File: src/rtl/bta_pkg.sv
// Shared constants, types and helpers for the boundary-tag heap allocator.
package bta_pkg;

  localparam int HEAP_BYTES = 64;
  localparam int ADDR_W     = $clog2(HEAP_BYTES);
  localparam int POS_W      = ADDR_W + 1;   // holds 0..HEAP_BYTES
  localparam int TAG_W      = 8;
  localparam int SIZE_W     = 6;
  localparam int TAG_OVH    = 2;            // header + footer bytes

  typedef logic [ADDR_W-1:0] addr_t;
  typedef logic [POS_W-1:0]  pos_t;
  typedef logic [TAG_W-1:0]  tag_t;
  typedef logic [SIZE_W-1:0] size_t;

  typedef enum logic [1:0] {
    FN_ALLOC = 2'd0,
    FN_FREE  = 2'd1,
    FN_LIST  = 2'd2,
    FN_NONE  = 2'd3
  } func_t;

  typedef enum logic [1:0] {
    ST_OK      = 2'd0,
    ST_NOFIT   = 2'd1,
    ST_BADFREE = 2'd2
  } status_t;

  typedef enum logic [4:0] {
    S_IDLE,
    S_A_RD, S_A_CHK, S_A_FOOT, S_A_RHEAD, S_A_RFOOT,
    S_F_RD, S_F_CHK, S_F_NRD, S_F_NCHK, S_F_PRD, S_F_PCHK, S_F_HEAD, S_F_FOOT,
    S_L_RD, S_L_CHK,
    S_EMIT
  } state_t;

  // Boundary tag: total span in bytes shifted left once, bit 0 = allocated.
  function automatic tag_t bta_tag(input size_t payload, input logic alloc);
    pos_t span;
    span = pos_t'(payload) + pos_t'(TAG_OVH);
    return {span, alloc};
  endfunction

  // Store contents after reset: one free block spanning the whole store.
  function automatic tag_t bta_rst_tag(input addr_t a);
    if (a == addr_t'(0) || a == addr_t'(HEAP_BYTES - 1)) return tag_t'(HEAP_BYTES * 2);
    return tag_t'(0);
  endfunction

endpackage

File: src/rtl/bta_if.sv
// Request and response channel interfaces of the allocator.
interface bta_req_if;
  import bta_pkg::*;
  logic  valid;
  logic  ready;
  logic [1:0] func;
  size_t request_size;
  size_t free_index;
  modport source (output valid, func, request_size, free_index, input ready);
  modport sink   (input valid, func, request_size, free_index, output ready);
endinterface

interface bta_rsp_if;
  import bta_pkg::*;
  logic  valid;
  logic  ready;
  logic [1:0] status;
  size_t payload_index;
  size_t block_size;
  logic  allocated;
  logic  last;
  modport source (output valid, status, payload_index, block_size, allocated, last,
                  input ready);
  modport sink   (input valid, status, payload_index, block_size, allocated, last,
                  output ready);
endinterface

File: src/rtl/boundary_tag_heap_allocator_top.sv
// Boundary-tag heap allocator: top level with tag store and walk sequencer.
//
// The heap is a 64-byte store held in one synchronous RAM (one read, one write
// port, read data registered). Blocks are framed by a header and a footer tag,
// (payload + 2) << 1 with bit 0 marking an allocated block; only tags are kept,
// payload bytes carry no information a request can observe. One request is
// worked at a time. Allocate walks the chain first fit, one block at a time,
// then writes the header and footer tags, plus the remainder's two tags on a
// split. Free walks to the named header the same way, then reads the next
// header and the previous footer for merging and writes the new tags. List
// gives one beat per block, last set on the final one. Every other request
// answers with one beat except an unknown func, which gives none. The result
// sits in an output register, so the sequencer finishes while the sink
// stalls; ready drops during a request. The RAM read port sets the pace: each
// tag is read and checked before the next. Reset is immediate: a per-entry
// valid bit stands in for the initial store contents, no clear pass.
module boundary_tag_heap_allocator_top
  import bta_pkg::*;
(
  input  logic       clk,
  input  logic       rst,
  bta_req_if.sink    req,
  bta_rsp_if.source  rsp
);

  // ---- tag store ----
  tag_t              mem [HEAP_BYTES];
  logic [HEAP_BYTES-1:0] vld;
  tag_t              mem_q;
  logic              vld_q;
  addr_t             raddr_q;
  logic              re, we;
  addr_t             raddr, waddr;
  tag_t              wdata;

  always_ff @(posedge clk) begin
    if (we) begin
      mem[waddr] <= wdata;
    end
    if (re) begin
      mem_q   <= mem[raddr];
      raddr_q <= raddr;
    end
  end

  always_ff @(posedge clk) begin
    if (rst) begin
      vld   <= '0;
      vld_q <= 1'b0;
    end else begin
      if (we) begin
        vld[waddr] <= 1'b1;
      end
      if (re) begin
        vld_q <= vld[raddr];
      end
    end
  end

  // Entry never written since reset reads as its reset tag.
  tag_t tag;
  assign tag = vld_q ? mem_q : bta_rst_tag(raddr_q);

  // ---- sequencer registers ----
  state_t state, state_next;
  pos_t   h;          // header position under the walk
  pos_t   s;          // span of the block being worked
  size_t  sz, idx, gsz;
  pos_t   size;       // payload of the block being freed/merged
  addr_t  foot;
  logic   split;

  status_t res_status;
  size_t   res_index, res_size;
  logic    res_alloc, res_last;

  logic    ovalid;
  status_t o_status;
  size_t   o_index, o_size;
  logic    o_alloc, o_last;

  // ---- decode of the tag just read ----
  pos_t  sp, rpos, room, len, h_end, idx_m1, nh, sz_w, nl_w;
  pos_t  a_foot_w, a_rhead_w, a_rfoot_w, f_foot_w, n_foot_w, h_dec, h_inc;
  logic  span_ok, fits, split_c, back_ok, out_free, accept, over;
  size_t gsz_c;

  assign sp       = tag[TAG_W-1:1];
  assign rpos     = pos_t'(raddr_q);
  assign room     = pos_t'(HEAP_BYTES) - rpos;
  assign span_ok  = (sp >= pos_t'(TAG_OVH)) && (sp <= room);
  assign len      = sp - pos_t'(TAG_OVH);
  assign sz_w     = pos_t'(sz);
  assign fits     = !tag[0] && (len >= sz_w);
  assign split_c  = len > (sz_w + pos_t'(TAG_OVH));
  assign gsz_c    = split_c ? sz : len[SIZE_W-1:0];
  assign h_end    = h + sp;
  assign idx_m1   = pos_t'(idx) - pos_t'(1);
  assign nh       = h + s;
  assign back_ok  = !tag[0] && (sp >= pos_t'(TAG_OVH)) && (sp <= h);
  assign over     = h >= pos_t'(HEAP_BYTES);

  assign a_foot_w  = h + pos_t'(gsz) + pos_t'(1);
  assign a_rhead_w = h + pos_t'(gsz) + pos_t'(TAG_OVH);
  assign a_rfoot_w = h + s - pos_t'(1);
  assign nl_w      = s - pos_t'(gsz) - pos_t'(2 * TAG_OVH);
  assign f_foot_w  = h_end - pos_t'(1);
  assign n_foot_w  = rpos + sp - pos_t'(1);
  assign h_dec     = h - pos_t'(1);
  assign h_inc     = h + pos_t'(1);

  assign out_free  = !ovalid || rsp.ready;
  assign req.ready = (state == S_IDLE);
  assign accept    = req.valid && req.ready;

  // ---- next state ----
  always_comb begin
    state_next = state;
    unique case (state)
      S_IDLE: begin
        if (req.valid) begin
          unique case (func_t'(req.func))
            FN_ALLOC: state_next = S_A_RD;
            FN_FREE:  state_next = (req.free_index == size_t'(0)) ? S_EMIT : S_F_RD;
            FN_LIST:  state_next = S_L_RD;
            default:  state_next = S_IDLE;
          endcase
        end
      end
      S_A_RD:    state_next = over ? S_EMIT : S_A_CHK;
      S_A_CHK: begin
        if (!span_ok)  state_next = S_EMIT;
        else if (fits) state_next = S_A_FOOT;
        else           state_next = S_A_RD;
      end
      S_A_FOOT:  state_next = split ? S_A_RHEAD : S_EMIT;
      S_A_RHEAD: state_next = S_A_RFOOT;
      S_A_RFOOT: state_next = S_EMIT;
      S_F_RD:    state_next = over ? S_EMIT : S_F_CHK;
      S_F_CHK: begin
        if (!span_ok)        state_next = S_EMIT;
        else if (h == idx_m1) state_next = tag[0] ? S_F_NRD : S_EMIT;
        else if (h > idx_m1)  state_next = S_EMIT;
        else                  state_next = S_F_RD;
      end
      S_F_NRD:   state_next = (nh >= pos_t'(HEAP_BYTES)) ? S_F_PRD : S_F_NCHK;
      S_F_NCHK:  state_next = S_F_PRD;
      S_F_PRD:   state_next = (h == pos_t'(0)) ? S_F_HEAD : S_F_PCHK;
      S_F_PCHK:  state_next = S_F_HEAD;
      S_F_HEAD:  state_next = S_F_FOOT;
      S_F_FOOT:  state_next = S_EMIT;
      S_L_RD:    state_next = over ? S_IDLE : S_L_CHK;
      S_L_CHK:   state_next = span_ok ? S_EMIT : S_IDLE;
      S_EMIT: begin
        if (out_free) state_next = res_last ? S_IDLE : S_L_RD;
      end
      default:   state_next = S_IDLE;
    endcase
  end

  // ---- RAM port control ----
  always_comb begin
    re    = 1'b0;
    raddr = h[ADDR_W-1:0];
    we    = 1'b0;
    waddr = h[ADDR_W-1:0];
    wdata = bta_tag(size[SIZE_W-1:0], 1'b0);
    unique case (state)
      S_A_RD, S_F_RD, S_L_RD: re = 1'b1;
      S_A_CHK: begin
        we    = span_ok && fits;
        wdata = bta_tag(gsz_c, 1'b1);
      end
      S_A_FOOT: begin
        we    = 1'b1;
        waddr = a_foot_w[ADDR_W-1:0];
        wdata = bta_tag(gsz, 1'b1);
      end
      S_A_RHEAD: begin
        we    = 1'b1;
        waddr = a_rhead_w[ADDR_W-1:0];
        wdata = bta_tag(nl_w[SIZE_W-1:0], 1'b0);
      end
      S_A_RFOOT: begin
        we    = 1'b1;
        waddr = a_rfoot_w[ADDR_W-1:0];
        wdata = bta_tag(nl_w[SIZE_W-1:0], 1'b0);
      end
      S_F_NRD: begin
        re    = 1'b1;
        raddr = nh[ADDR_W-1:0];
      end
      S_F_PRD: begin
        re    = 1'b1;
        raddr = h_dec[ADDR_W-1:0];
      end
      S_F_HEAD: we = 1'b1;
      S_F_FOOT: begin
        we    = 1'b1;
        waddr = foot;
      end
      default: ;
    endcase
  end

  // ---- control registers ----
  always_ff @(posedge clk) begin
    if (rst) begin
      state  <= S_IDLE;
      ovalid <= 1'b0;
    end else begin
      state <= state_next;
      if (state == S_EMIT && out_free) begin
        ovalid <= 1'b1;
      end else if (rsp.ready) begin
        ovalid <= 1'b0;
      end
    end
  end

  // ---- walk datapath and result staging ----
  always_ff @(posedge clk) begin
    case (state)
      S_IDLE: begin
        if (accept) begin
          h          <= '0;
          sz         <= req.request_size;
          idx        <= req.free_index;
          res_status <= ST_BADFREE;   // default answer for a free that finds nothing
          res_index  <= '0;
          res_size   <= '0;
          res_alloc  <= 1'b0;
          res_last   <= 1'b1;
        end
      end
      S_A_RD: begin
        if (over) res_status <= ST_NOFIT;
      end
      S_A_CHK: begin
        if (!span_ok) begin
          res_status <= ST_NOFIT;
        end else if (fits) begin
          gsz   <= gsz_c;
          s     <= sp;
          split <= split_c;
        end else begin
          h <= h_end;
        end
      end
      S_A_FOOT, S_A_RFOOT: begin
        if (state == S_A_RFOOT || !split) begin
          res_status <= ST_OK;
          res_index  <= h_inc[SIZE_W-1:0];
          res_size   <= gsz;
          res_alloc  <= 1'b1;
        end
      end
      S_F_CHK: begin
        if (h == idx_m1) begin
          s    <= sp;
          size <= len;
          foot <= f_foot_w[ADDR_W-1:0];
        end else begin
          h <= h_end;
        end
      end
      S_F_NCHK: begin
        // forward merge with a free successor
        if (span_ok && !tag[0]) begin
          size <= size + sp;
          foot <= n_foot_w[ADDR_W-1:0];
        end
      end
      S_F_PCHK: begin
        // backward merge through the predecessor's footer
        if (back_ok) begin
          size <= size + sp;
          h    <= h - sp;
        end
      end
      S_F_FOOT: begin
        res_status <= ST_OK;
        res_index  <= h_inc[SIZE_W-1:0];
        res_size   <= size[SIZE_W-1:0];
        res_alloc  <= 1'b0;
      end
      S_L_CHK: begin
        res_status <= ST_OK;
        res_index  <= h_inc[SIZE_W-1:0];
        res_size   <= len[SIZE_W-1:0];
        res_alloc  <= tag[0];
        res_last   <= h_end >= pos_t'(HEAP_BYTES);
        h          <= h_end;
      end
      S_EMIT: begin
        if (out_free) begin
          o_status <= res_status;
          o_index  <= res_index;
          o_size   <= res_size;
          o_alloc  <= res_alloc;
          o_last   <= res_last;
        end
      end
      default: ;
    endcase
  end

  assign rsp.valid         = ovalid;
  assign rsp.status        = o_status;
  assign rsp.payload_index = o_index;
  assign rsp.block_size    = o_size;
  assign rsp.allocated     = o_alloc;
  assign rsp.last          = o_last;

endmodule

File: src/flat_wrapper.sv
// flat-port wrapper written by rule: the top's interface ports become plain ports
module boundary_tag_heap_allocator_top_flat import bta_pkg::*;
  (clk, rst, req_valid, req_func, req_request_size, req_free_index, req_ready, rsp_valid, rsp_status, rsp_payload_index, rsp_block_size, rsp_allocated, rsp_last, rsp_ready);
  bta_req_if req_i ();
  bta_rsp_if rsp_i ();
  input  logic clk;
  input  logic rst;
  input wire logic [$bits(req_i.valid)-1:0] req_valid;
  input wire logic [$bits(req_i.func)-1:0] req_func;
  input wire logic [$bits(req_i.request_size)-1:0] req_request_size;
  input wire logic [$bits(req_i.free_index)-1:0] req_free_index;
  output wire logic [$bits(req_i.ready)-1:0] req_ready;
  output wire logic [$bits(rsp_i.valid)-1:0] rsp_valid;
  output wire logic [$bits(rsp_i.status)-1:0] rsp_status;
  output wire logic [$bits(rsp_i.payload_index)-1:0] rsp_payload_index;
  output wire logic [$bits(rsp_i.block_size)-1:0] rsp_block_size;
  output wire logic [$bits(rsp_i.allocated)-1:0] rsp_allocated;
  output wire logic [$bits(rsp_i.last)-1:0] rsp_last;
  input wire logic [$bits(rsp_i.ready)-1:0] rsp_ready;
  assign req_i.valid = req_valid;
  assign req_i.func = req_func;
  assign req_i.request_size = req_request_size;
  assign req_i.free_index = req_free_index;
  assign req_ready = req_i.ready;
  assign rsp_valid = rsp_i.valid;
  assign rsp_status = rsp_i.status;
  assign rsp_payload_index = rsp_i.payload_index;
  assign rsp_block_size = rsp_i.block_size;
  assign rsp_allocated = rsp_i.allocated;
  assign rsp_last = rsp_i.last;
  assign rsp_i.ready = rsp_ready;
  boundary_tag_heap_allocator_top u_core (.clk(clk), .rst(rst), .req(req_i), .rsp(rsp_i));
endmodule
File: config.mk
export PLATFORM = sky130hd
export DESIGN_NAME = boundary_tag_heap_allocator_top_flat
export DESIGN_NICKNAME = d
export VERILOG_FILES = /design/src/rtl/bta_pkg.sv /design/src/rtl/bta_if.sv /design/src/rtl/boundary_tag_heap_allocator_top.sv /design/src/flat_wrapper.sv
export SDC_FILE = /design/constraint.sdc
export NUM_CORES = 1
export LEC_CHECK = 0
export BUFFER_PORTS_ARGS = -buffer_cell sky130_fd_sc_hd__buf_2
export CAP_MARGIN = 15
export CORE_MARGIN = 2
export CORE_UTILIZATION = 40
export CTS_BUF_LIST = sky130_fd_sc_hd__clkbuf_8 sky130_fd_sc_hd__clkbuf_16
export DETAILED_ROUTE_END_ITERATION = 16
export PLACE_DENSITY = 0.58
export SLEW_MARGIN = 20
export SYNTH_ARGS = -nofsm -noshare
export SYNTH_HDL_FRONTEND = slang
export SYNTH_SLANG_ARGS = --single-unit
File: constraint.sdc
create_clock -name clk -period 7.4 [get_ports clk]
set_input_delay 1.85 -clock clk [delete_from_list [all_inputs] [get_ports clk]]
set_output_delay 1.85 -clock clk [all_outputs]
set_load 0.1 [all_outputs]
==> results.yml, run 1 <==
run_status:
  status: "finished clean"
yosys:
  synth.top_cells.by_count: "edfxtp_1, nor2_1, mux4_2"
  syn_area_sq_um: 30500
  yosysUniqueCellTypes: 87
  async_flop_share_pct: 0
  ys_ff_latch: 674
  synth_nets: 2187
  ys.flop_type: "edfxtp_1"
  ys_warn_count: 0
  syn_inst: 2092
  synth-seq-area-share_pct: 64.1
  synth_top_area_share_pct: 59.4
  syn_area_per_cell_sq_um: 14.6
  synth_area_leaders: "edfxtp_1, mux4_2, dfxtp_1"
  yosysTopAreaCell: "edfxtp_1"
  synth_edf_count: 603
  yosysMostFrequentCell: "edfxtp_1"
worst_setup_path:
  path_class: "reg2reg"
  reg2reg_slack_ns: 1.91
  r2r-end: "u_core.mem[3][7]"
  worstPathCellList: "inv_1 -> fa_1 -> xor2_1 -> nand2_1 -> o2111a_1 -> or4_1 -> o32a_1 -> nor2_1 -> nand2_1 -> nor2_1"
  reg2reg_depth: 10
  critical_path.top_delay_family: "simple AND/OR/NAND/NOR gates"
  cp.arrival_ns: 5.75
  cp.depth: 10
  crit_required_ns: 7.65
  rr_startpoint: "u_core.h[1]"
  cp_num_buf_inv: 1
  path_max_fanout: 13
  cp-endpoint: "u_core.mem[3][7]"
  cp-start-kind: "flip-flop"
  crit_start: "u_core.h[1]"
  cp_slowest_cell: "edfxtp_1"
  end_kind: "flip-flop"
  critical-path-max-stage-delay_ns: 0.82
cells_and_area:
  drive_above_1_share_pct: 16.1
  multi_input_area_sq_um: 10100
  num-nets-final: 2210
  regArea_sq_um: 19500
  postLayoutCoreUtil_pct: 45.1
  postLayoutCellArea_sq_um: 34200
  diodes: 0
  area_growth_pct: 12.1
  fillers: 6560
power:
  ir_worst_vdd_mv: 0.489
  power_density_nw_per_um2: 497
  p_leak_nw: 11.3
global_routing:
  grt_max_degree: 81
  grt_antenna_before_repair: 0
  grt_pass1_vias: 18100
  grt_pass1_wl_mm: 115
  track_usage_pct: 19.5
  grt_overflow: 0
timing:
  rsz0062_at_grt: "false"
  clock_skew_ns: 0.0515
  drv_slew: 0
  fin_setup_tns_ns: 0
  post-route-period-util_pct: 74.2
  tightest_slew_ns: 1.07
  fmax_ghz: 0.182
  min_period_ns: 5.49
  fin_hold_ws_ns: 0.421
  hold_viol: 0
  timing.slew.headroom_pct: 28.3
  finalSetupViolations: 0
clock_tree:
  cts_tree: "done"
  postCtsSetupRepairBufs: 0
  cts_hold_buf: 0
  clkLatencyLatePin_ns: 0.64
  cts_made_buffers: 74
  clk_pin_slew_ns: 0.06
  clock-sinks: 674
  cts_buffer_depth: 3
  cts_resized: 0
  htree_levels: 3
  cts-root-buf: "clkbuf_16"
die:
  start_util_pct: 40.3
  num_io_pins: 36
  die_x_um: 280
  rows: 101
  fp.dieH_um: 280
  fp.coreArea_sq_um: 75700
  dieArea_sq_um: 78400
routing:
  firstDrtPassIters: 6
  postRouteAntennaNets: 0
  drtIter0Drc: 1866
  wl_mm: 75.7
  drc: 0
  wl_per_cell_um: 24.0
  via_count: 18100
  viasPerCell: 5.74
placement:
  place.gp.congestion: 0.943
  hpwlAfterDp_mm: 48.7
  placed_area_sq_um: 31700
  io_buffers: 35
worst_hold_path:
  hold_path.class: "reg2reg"
run:
  drv_cap: 0
cells in the final DEF (no fill, tap or decap), types with 6 or more instances in the layout:
cell	instances
edfxtp_1	603
fa_1	7
mux4_2	128
o22ai_1	42
nor3_1	26
clkinv_2	16
mux2i_1	41
o21ai_0	53
nor2b_1	21
o21a_1	10
clkbuf_16	76
a31oi_1	9
a21o_1	18
nand2b_1	14
a21oi_1	82
xor2_1	15
clkinv_1	14
buf_2	35
nand2_1	88
dfxtp_1	71
a221oi_1	8
a222oi_1	6
a41oi_1	24
nor3b_1	7
xnor2_1	45
o211ai_1	11
nor2_1	183
clkinvlp_4	7
buf_4	30
and2_1	38
nand3_1	21
ha_1	69
o21bai_1	6
inv_1	121
o22a_1	7
a211oi_1	84
or3_1	7
state kept, by name (all words and copies together), names as in the netlist, 2 cells and up:
signal and cells:
u_core.rsp.payload_index 6, u_core.h 7, u_core.raddr_q 6, u_core.rsp.block_size 6, u_core.vld 64, u_core.s 7, u_core.res_size 6, u_core.size 6
u_core.idx 6, u_core.res_index 6, u_core.mem 512, u_core.gsz 6, u_core.state 5, u_core.sz 6, u_core.rsp.status 2, u_core.foot 6
u_core.mem_q 8, u_core.res_status 2
stage by stage:
step	setup slack (ns)	instances	power (mW)
CTS	1.82	3153	17.1
global route	1.49	3153	17.9
finish	1.91	3153	17.0
global placement	1.95	3017	13.4
floorplan	0.0474	2092	10.9
detailed placement	1.86	3017	13.5
metal layers:
| layer | track usage (%) | vias to the layer above | routed length (um) |
|---|---|---|---|
| met5 | 0 | - | 0 |
| met4 | 6.54 | 0 | 2370 |
| li1 | - | 8164 | - |
| met1 | 27.0 | 9187 | 32900 |
| met3 | 2.81 | 132 | 4000 |
| met2 | 31.5 | 617 | 36500 |
how the worst min path moves through the flow:
stage	start	end	slack, ns	depth (start not counted)
after floorplan	u_core.res_alloc	u_core.rsp.allocated	0.40	0
after global placement	u_core.res_alloc	u_core.rsp.allocated	0.40	0
after detailed placement	u_core.res_size[3]	u_core.rsp.block_size[3]	0.41	0
after CTS	u_core.res_size[5]	u_core.rsp.block_size[5]	0.42	0
after global routing	u_core.res_size[4]	u_core.rsp.block_size[4]	0.43	0
final	u_core.res_size[5]	u_core.rsp.block_size[5]	0.42	0
power breakdown:
| group | switching, mW | internal [mW] |
|---|---|---|
| clock | 1.55 | 2.08 |
| sequential | 0.304 | 5.31 |
| combinational | 5.04 | 2.67 |
cell families after synthesis:
logic type      share of synthesized area (%)
xor+xnor                                 1.88
fa+ha+maj                                3.50
simple gates                             6.96
compound gates                           9.61
buf+inv                                  3.13
mux                                      10.8
flops                                    64.1
final cells by class:
class	count	share of cell area, %
repair buffers	67	1.29
flip-flops and latches	674	57.2
well taps	978	3.58
clock inverters	59	1.49
multi-input cells	1182	29.6
inverters	116	1.28
clock buffers	77	5.61
worst register-to-register path: cells and delay by family (launching register included):
family | cells | cell delay [ns]
adder cells (fa/ha/maj) | 1 | 0.50
flip-flops | 1 | 0.82
AND/OR/NAND/NOR | 5 | 2.48
AO/OA/AOI/OAI | 2 | 0.67
buffers and inverters | 1 | 0.28
XOR/XNOR | 1 | 0.36
Power figures use the tool's default switching activity.
==> run 2: changes to the inputs <==
==> constraint.sdc (replaced) <==
create_clock -name clk -period 4.6 [get_ports clk]
set_input_delay 1.15 -clock clk [delete_from_list [all_inputs] [get_ports clk]]
set_output_delay 1.15 -clock clk [all_outputs]
set_load 0.1 [all_outputs]
==> run 2 against run 1 <==
Fmax increased by 25%; clock power rose by 64%; core utilization is 1.7 points higher; power grew 69%; global-route usage is 1.5 points higher; clock skew is 0.0098 ns lower; first-iteration DRC count is 0.48% higher; sequential power rose by 58%; routed wire length rose by 7.5%; critical endpoint is now u_core.mem[28][1]; largest cell class unchanged; largest power group unchanged; highest routed layer unchanged.
==> results.yml, run 2 (synthesized netlist as in run 1, its figures left out) <==
run_status:
  status: "finished clean"
worst_setup_path:
  path_max_fanout: 64
  cp-start-kind: "flip-flop"
  end_kind: "flip-flop"
  crit_required_ns: 4.91
  path_class: "reg2reg"
  cp.arrival_ns: 4.71
  reg2reg_slack_ns: 0.20
cells_and_area:
  drive_above_1_share_pct: 21.2
  postLayoutCellArea_sq_um: 35500
  fillers: 6502
  largest_register_ffs: 512
  top_register: "u_core.mem"
  mostFrequentLayoutCell: "edfxtp_1"
  num-nets-final: 2357
  final_cell_mix: "edfxtp_1, nor2_1, buf_4"
  reg_top3: "u_core.mem (512), u_core.vld (64), u_core.mem_q (8)"
  multi_input_area_sq_um: 10200
  diodes: 0
  regArea_sq_um: 19500
  area_growth_pct: 16.4
clock_tree:
  cts-root-buf: "clkbuf_16"
  cts_buffer_depth: 3
  cts_tree: "done"
  htree_levels: 3
  clkLatencyLatePin_ns: 0.64
  cts_made_buffers: 74
  clock-sinks: 674
  clk_pin_slew_ns: 0.06
routing:
  viasPerCell: 5.73
  wl_per_cell_um: 24.7
  drtIter0Drc: 1875
  drc: 0
  firstDrtPassIters: 5
  via_count: 18900
  postRouteAntennaNets: 0
  wl_mm: 81.4
global_routing:
  grt_pass1_vias: 19200
  grt_max_degree: 65
  top_usage_layer: "met2"
  grt_pass1_wl_mm: 122
  grt_antenna_before_repair: 0
  use_met1_pct: 28.0
  use_met3_pct: 3.32
  track_usage_pct: 20.9
  grt_overflow: 0
  grt_use_met2_pct: 34.8
placement:
  io_buffers: 35
  place.gp.congestion: 0.916
  placed_area_sq_um: 33000
  hpwlAfterDp_mm: 54.8
timing:
  rsz0062_at_grt: "false"
  post-route-period-util_pct: 95.7
  fin_setup_tns_ns: 0
  tightest_slew_ns: 1.06
  timing.slew.headroom_pct: 29.0
  drv_slew: 0
  clock_skew_ns: 0.0417
  min_period_ns: 4.40
  finalSetupViolations: 0
  hold_viol: 0
  fmax_ghz: 0.227
die:
  start_util_pct: 40.3
  fp.dieH_um: 280
  num_io_pins: 36
  rows: 101
  dieArea_sq_um: 78400
  fp.coreArea_sq_um: 75700
  die_x_um: 280
worst_hold_path:
  hold_path.class: "reg2reg"
power:
  power_density_nw_per_um2: 808
  ir_worst_vdd_mv: 0.576
  p_leak_nw: 12.1
run:
  drv_cap: 0
==> run 2: cell count changes in the layout (fill, tap and decap cells not counted), sizes merged <==
cell / delta
inv: +2
bufinv: +3
clkinvlp: -3
clkbuf: -1
buf: +147
clkinv: -4
==> run 2: metal layers <==
layer  vias to the layer above  share of wire, %
met5                         -                 0
met4                         0               3.1
met3                       157               5.5
met2                       635                49
met1                      9631                43
li1                       8457                 -
==> run 2: timing repair <==
item | in CTS | in global routing
resized for setup | 0 | 1
buffers inserted | 0 | 1
hold buffers | 0 | 0
endpoints found under the setup margin | 0 | 65
==> run 2: area by class of cell <==
| class | count | share of cell area (%) |
|---|---|---|
| timing repair buffer | 214 | 4.72 |
| tap | 978 | 3.45 |
| clock inverter | 57 | 1.52 |
| multi-input combinational | 1182 | 28.6 |
| sequential | 674 | 55.1 |
| clock buffer | 76 | 5.36 |
| inverter | 116 | 1.23 |
==> run 2: per-stage QoR <==
| step | utilization (%) | setup slack (ns) | hold WS (ns) | instances | power [mW] |
|---|---|---|---|---|---|
| after floorplan | - | -0.103 | 0.400 | 2092 | 17.6 |
| after global placement | 43.6 | 0.0811 | 0.402 | 3163 | 22.7 |
| after detailed placement | 43.6 | 0.0512 | 0.405 | 3163 | 22.8 |
| after CTS | 46.8 | 0.00116 | 0.418 | 3296 | 28.8 |
| after global routing | 46.8 | 0.0462 | 0.429 | 3297 | 30.1 |
| final | 46.8 | 0.197 | 0.416 | 3297 | 28.6 |
==> run 2: worst max-delay path: stages, from the launching register on <==
cell and delay, ns:
edfxtp_1 0.54, or4_4 0.57, nor2_1 0.25, nand3b_1 0.22
ha_1 0.17, nand2_1 0.08, nor3_1 0.15, nand2_1 0.06
a21boi_1 0.14, maj3_2 0.39, o21ai_0 0.41, a221oi_1 0.20
nor2_4 0.17, buf_4 0.67
==> run 2: path summary, 6_finish.rpt <==
kind	startpoint	endpoint	depth (start not counted)
max reg2reg	u_core.mem_q[2]	u_core.mem[28][1]	13
min	u_core.res_size[0]	u_core.rsp.block_size[0]	0
max	u_core.mem_q[2]	u_core.mem[28][1]	13
min reg2reg	u_core.res_size[0]	u_core.rsp.block_size[0]	0
==> run 2: power by group <==
group          leakage, nW  internal, mW  switching [mW]  total (mW)
logic                 4.84          5.07            8.73        13.8
clock network         1.25          3.47            2.47        5.94
registers             6.02          8.52           0.374        8.89
total                 12.1          17.1            11.6        28.6
==> run 3: changes to the inputs <==
--- a/config.mk
+++ b/config.mk
@@ -7,11 +7,13 @@
 export LEC_CHECK = 0
 export BUFFER_PORTS_ARGS = -buffer_cell sky130_fd_sc_hd__buf_2
 export CAP_MARGIN = 15
+export CELL_PAD_IN_SITES_DETAIL_PLACEMENT = 1
+export CELL_PAD_IN_SITES_GLOBAL_PLACEMENT = 2
 export CORE_MARGIN = 2
 export CORE_UTILIZATION = 40
 export CTS_BUF_LIST = sky130_fd_sc_hd__clkbuf_8 sky130_fd_sc_hd__clkbuf_16
 export DETAILED_ROUTE_END_ITERATION = 16
-export PLACE_DENSITY = 0.58
+export PLACE_DENSITY = 0.74
 export SLEW_MARGIN = 20
 export SYNTH_ARGS = -nofsm -noshare
 export SYNTH_HDL_FRONTEND = slang
==> run 3 against run 2 <==
Core utilization fell by 0.17 points; final cell count fell by 0.42%; global-route usage grew 0.84 points; highest routed layer is now met5; first-iteration DRC count decreased by 34%; power fell by 0.95%; via count shrank 0.67%; final area fell by 0.36%; clock skew increased by 0.0011 ns; setup slack better by 0.027 ns; clock-buffer cell count down 2; clock power shrank 0.8%.
==> results.yml, run 3 (synthesized netlist as in run 1, its figures left out) <==
worst_setup_path:
  reg2reg_depth: 13
  cp-start-kind: "flip-flop"
  crit_required_ns: 4.92
  cp.arrival_ns: 4.70
  rr_startpoint: "u_core.h[0]"
  path_max_fanout: 29
  critical-path-max-stage-delay_ns: 0.48
  cp_slowest_cell: "fa_1"
  crit_path_frequent_cell: "a21oi_1"
  r2r-end: "u_core.mem_q[1]"
  path_class: "reg2reg"
  reg2reg_slack_ns: 0.22
  end_kind: "flip-flop"
  worstPathCellList: "ha_1 -> inv_1 -> fa_1 -> mux2i_1 -> mux2i_4 -> inv_4 -> buf_4 -> mux4_2 -> and2_1 -> a211oi_1 -> a21oi_1 -> a21oi_1 -> o21ai_0"
global_routing:
  grt_pass1_vias: 20200
  grt_antenna_before_repair: 2
  grt_overflow: 0
  grt_max_degree: 77
  track_usage_pct: 21.8
  grt_pass1_wl_mm: 128
cells_and_area:
  diodes: 0
  reg_top3: "u_core.mem (512), u_core.vld (64), u_core.mem_q (8)"
  top_register: "u_core.mem"
  largest_register_ffs: 512
  drive_above_1_share_pct: 20.7
  area_growth_pct: 15.9
  mostFrequentLayoutCell: "edfxtp_1"
  final_cell_mix: "edfxtp_1, nor2_1, buf_4"
  num-nets-final: 2342
placement:
  io_buffers: 35
  hpwlAfterDp_mm: 56.4
  pre_cts_ws_ns: 0.154
  place.gp.congestion: 0.863
routing:
  postRouteAntennaNets: 0
  drc: 0
  firstDrtPassIters: 7
  drtIter0Drc: 1234
  via_count: 18800
  viasPerCell: 5.71
  wl_mm: 83.8
  wl_per_cell_um: 25.5
timing:
  fmax_ghz: 0.229
  timing.slew.headroom_pct: 27.8
  min_period_ns: 4.38
  drv_slew: 0
  tightest_slew_ns: 1.07
  clock_skew_ns: 0.0428
  finalWorstSetupSlack_ns: 0.224
  finalSetupViolations: 0
  fin_setup_tns_ns: 0
  hold_viol: 0
  rsz0062_at_grt: "false"
  post-route-period-util_pct: 95.1
die:
  num_io_pins: 36
  fp.coreArea_sq_um: 75700
  start_util_pct: 40.3
  dieArea_sq_um: 78400
  die_x_um: 280
  rows: 101
  fp.dieH_um: 280
clock_tree:
  cts_buffer_depth: 3
  cts-root-buf: "clkbuf_16"
  clk_pin_slew_ns: 0.06
  clkLatencyLatePin_ns: 0.63
  cts_made_buffers: 74
  cts_tree: "done"
  postCtsSetupRepairBufs: 0
  htree_levels: 3
  clock-sinks: 674
power:
  p_leak_nw: 12.0
  power_density_nw_per_um2: 803
  ir_worst_vdd_mv: 0.625
worst_hold_path:
  hp-start: "u_core.res_index[1]"
  whs_path_depth: 0
  worstHoldEndpoint: "u_core.rsp.payload_index[1]"
  hold_path.class: "reg2reg"
run_status:
  status: "finished clean"
run:
  drv_cap: 0
## run 3: changes by cell type in the layout (fill, tap and decap cells not counted), sizes merged
| cell | previous run | this run |
|---|---|---|
| buf | 214 | 199 |
| clkbuf | 76 | 74 |
| clkinv | 28 | 34 |
| clkinvlp | 4 | 3 |
| inv | 133 | 131 |
## run 3: final cells by class
class                   instances  area [sq um]
inverters                     116           438
well taps                     978          1220
repair buffers                199          1560
clock inverters                60           568
fillers                      7441         40400
clock buffers                  74          1850
flip-flops and latches        674         19500
multi-input cells            1182         10200
## run 3: repair_timing
action,4_1_cts,5_1_grt
resized for setup,0,3
setup endpoints to repair,0,32
hold buffers,0,0
## run 3: how the worst max path moves through the flow
stage / start / to / slack (ns) / cells after the start
2_1_floorplan: u_core.mem_q[4] / u_core.mem[0][7] / -0.10 / 13
5_1_grt: u_core.h[0] / u_core.mem[14][2] / 0.09 / 13
4_1_cts: u_core.h[1] / u_core.mem[14][2] / 0.12 / 12
6_report: u_core.h[0] / u_core.mem_q[1] / 0.22 / 13
3_5_place_dp: u_core.h[1] / u_core.mem[13][4] / 0.15 / 12
3_3_place_gp: u_core.h[1] / u_core.mem[13][4] / 0.33 / 12
## run 3: worst max-delay path: cells and delay by family (launching register included)
| family | cells | cell delay [ns] |
|---|---|---|
| flip-flops | 1 | 0.44 |
| multiplexers | 3 | 0.86 |
| adder cells (fa/ha/maj) | 2 | 0.71 |
| buffers and inverters | 3 | 0.58 |
| AND/OR/NAND/NOR | 1 | 0.17 |
| AO/OA/AOI/OAI | 4 | 1.23 |
## run 3: metal layers
metal	share of wire, %	vias up	track usage, %
li1	-	8417	-
met1	42	9718	27.7
met2	50	451	37.5
met3	4.3	164	3.59
met4	3.7	4	7.91
met5	0.033	-	0
## run 3: per-stage QoR
step	std cells	util (%)	cell area [sq um]	hold WS [ns]	total power [mW]
floorplan	2092	-	30600	0.400	17.6
global placement	3149	43.5	32900	0.406	22.3
detailed placement	3149	43.5	32900	0.408	22.6
CTS	3283	46.7	35300	0.421	28.7
global route	3283	46.7	35300	0.430	29.9
finish	3283	46.7	35300	0.418	28.4
## run 3: report_power, final
part | switching [mW] | leakage [nW] | internal, mW
Clock | 2.49 | 1.23 | 3.41
Sequential | 0.371 | 6.02 | 8.53
Combinational | 8.62 | 4.76 | 4.95
Total | 11.5 | 12.0 | 16.9
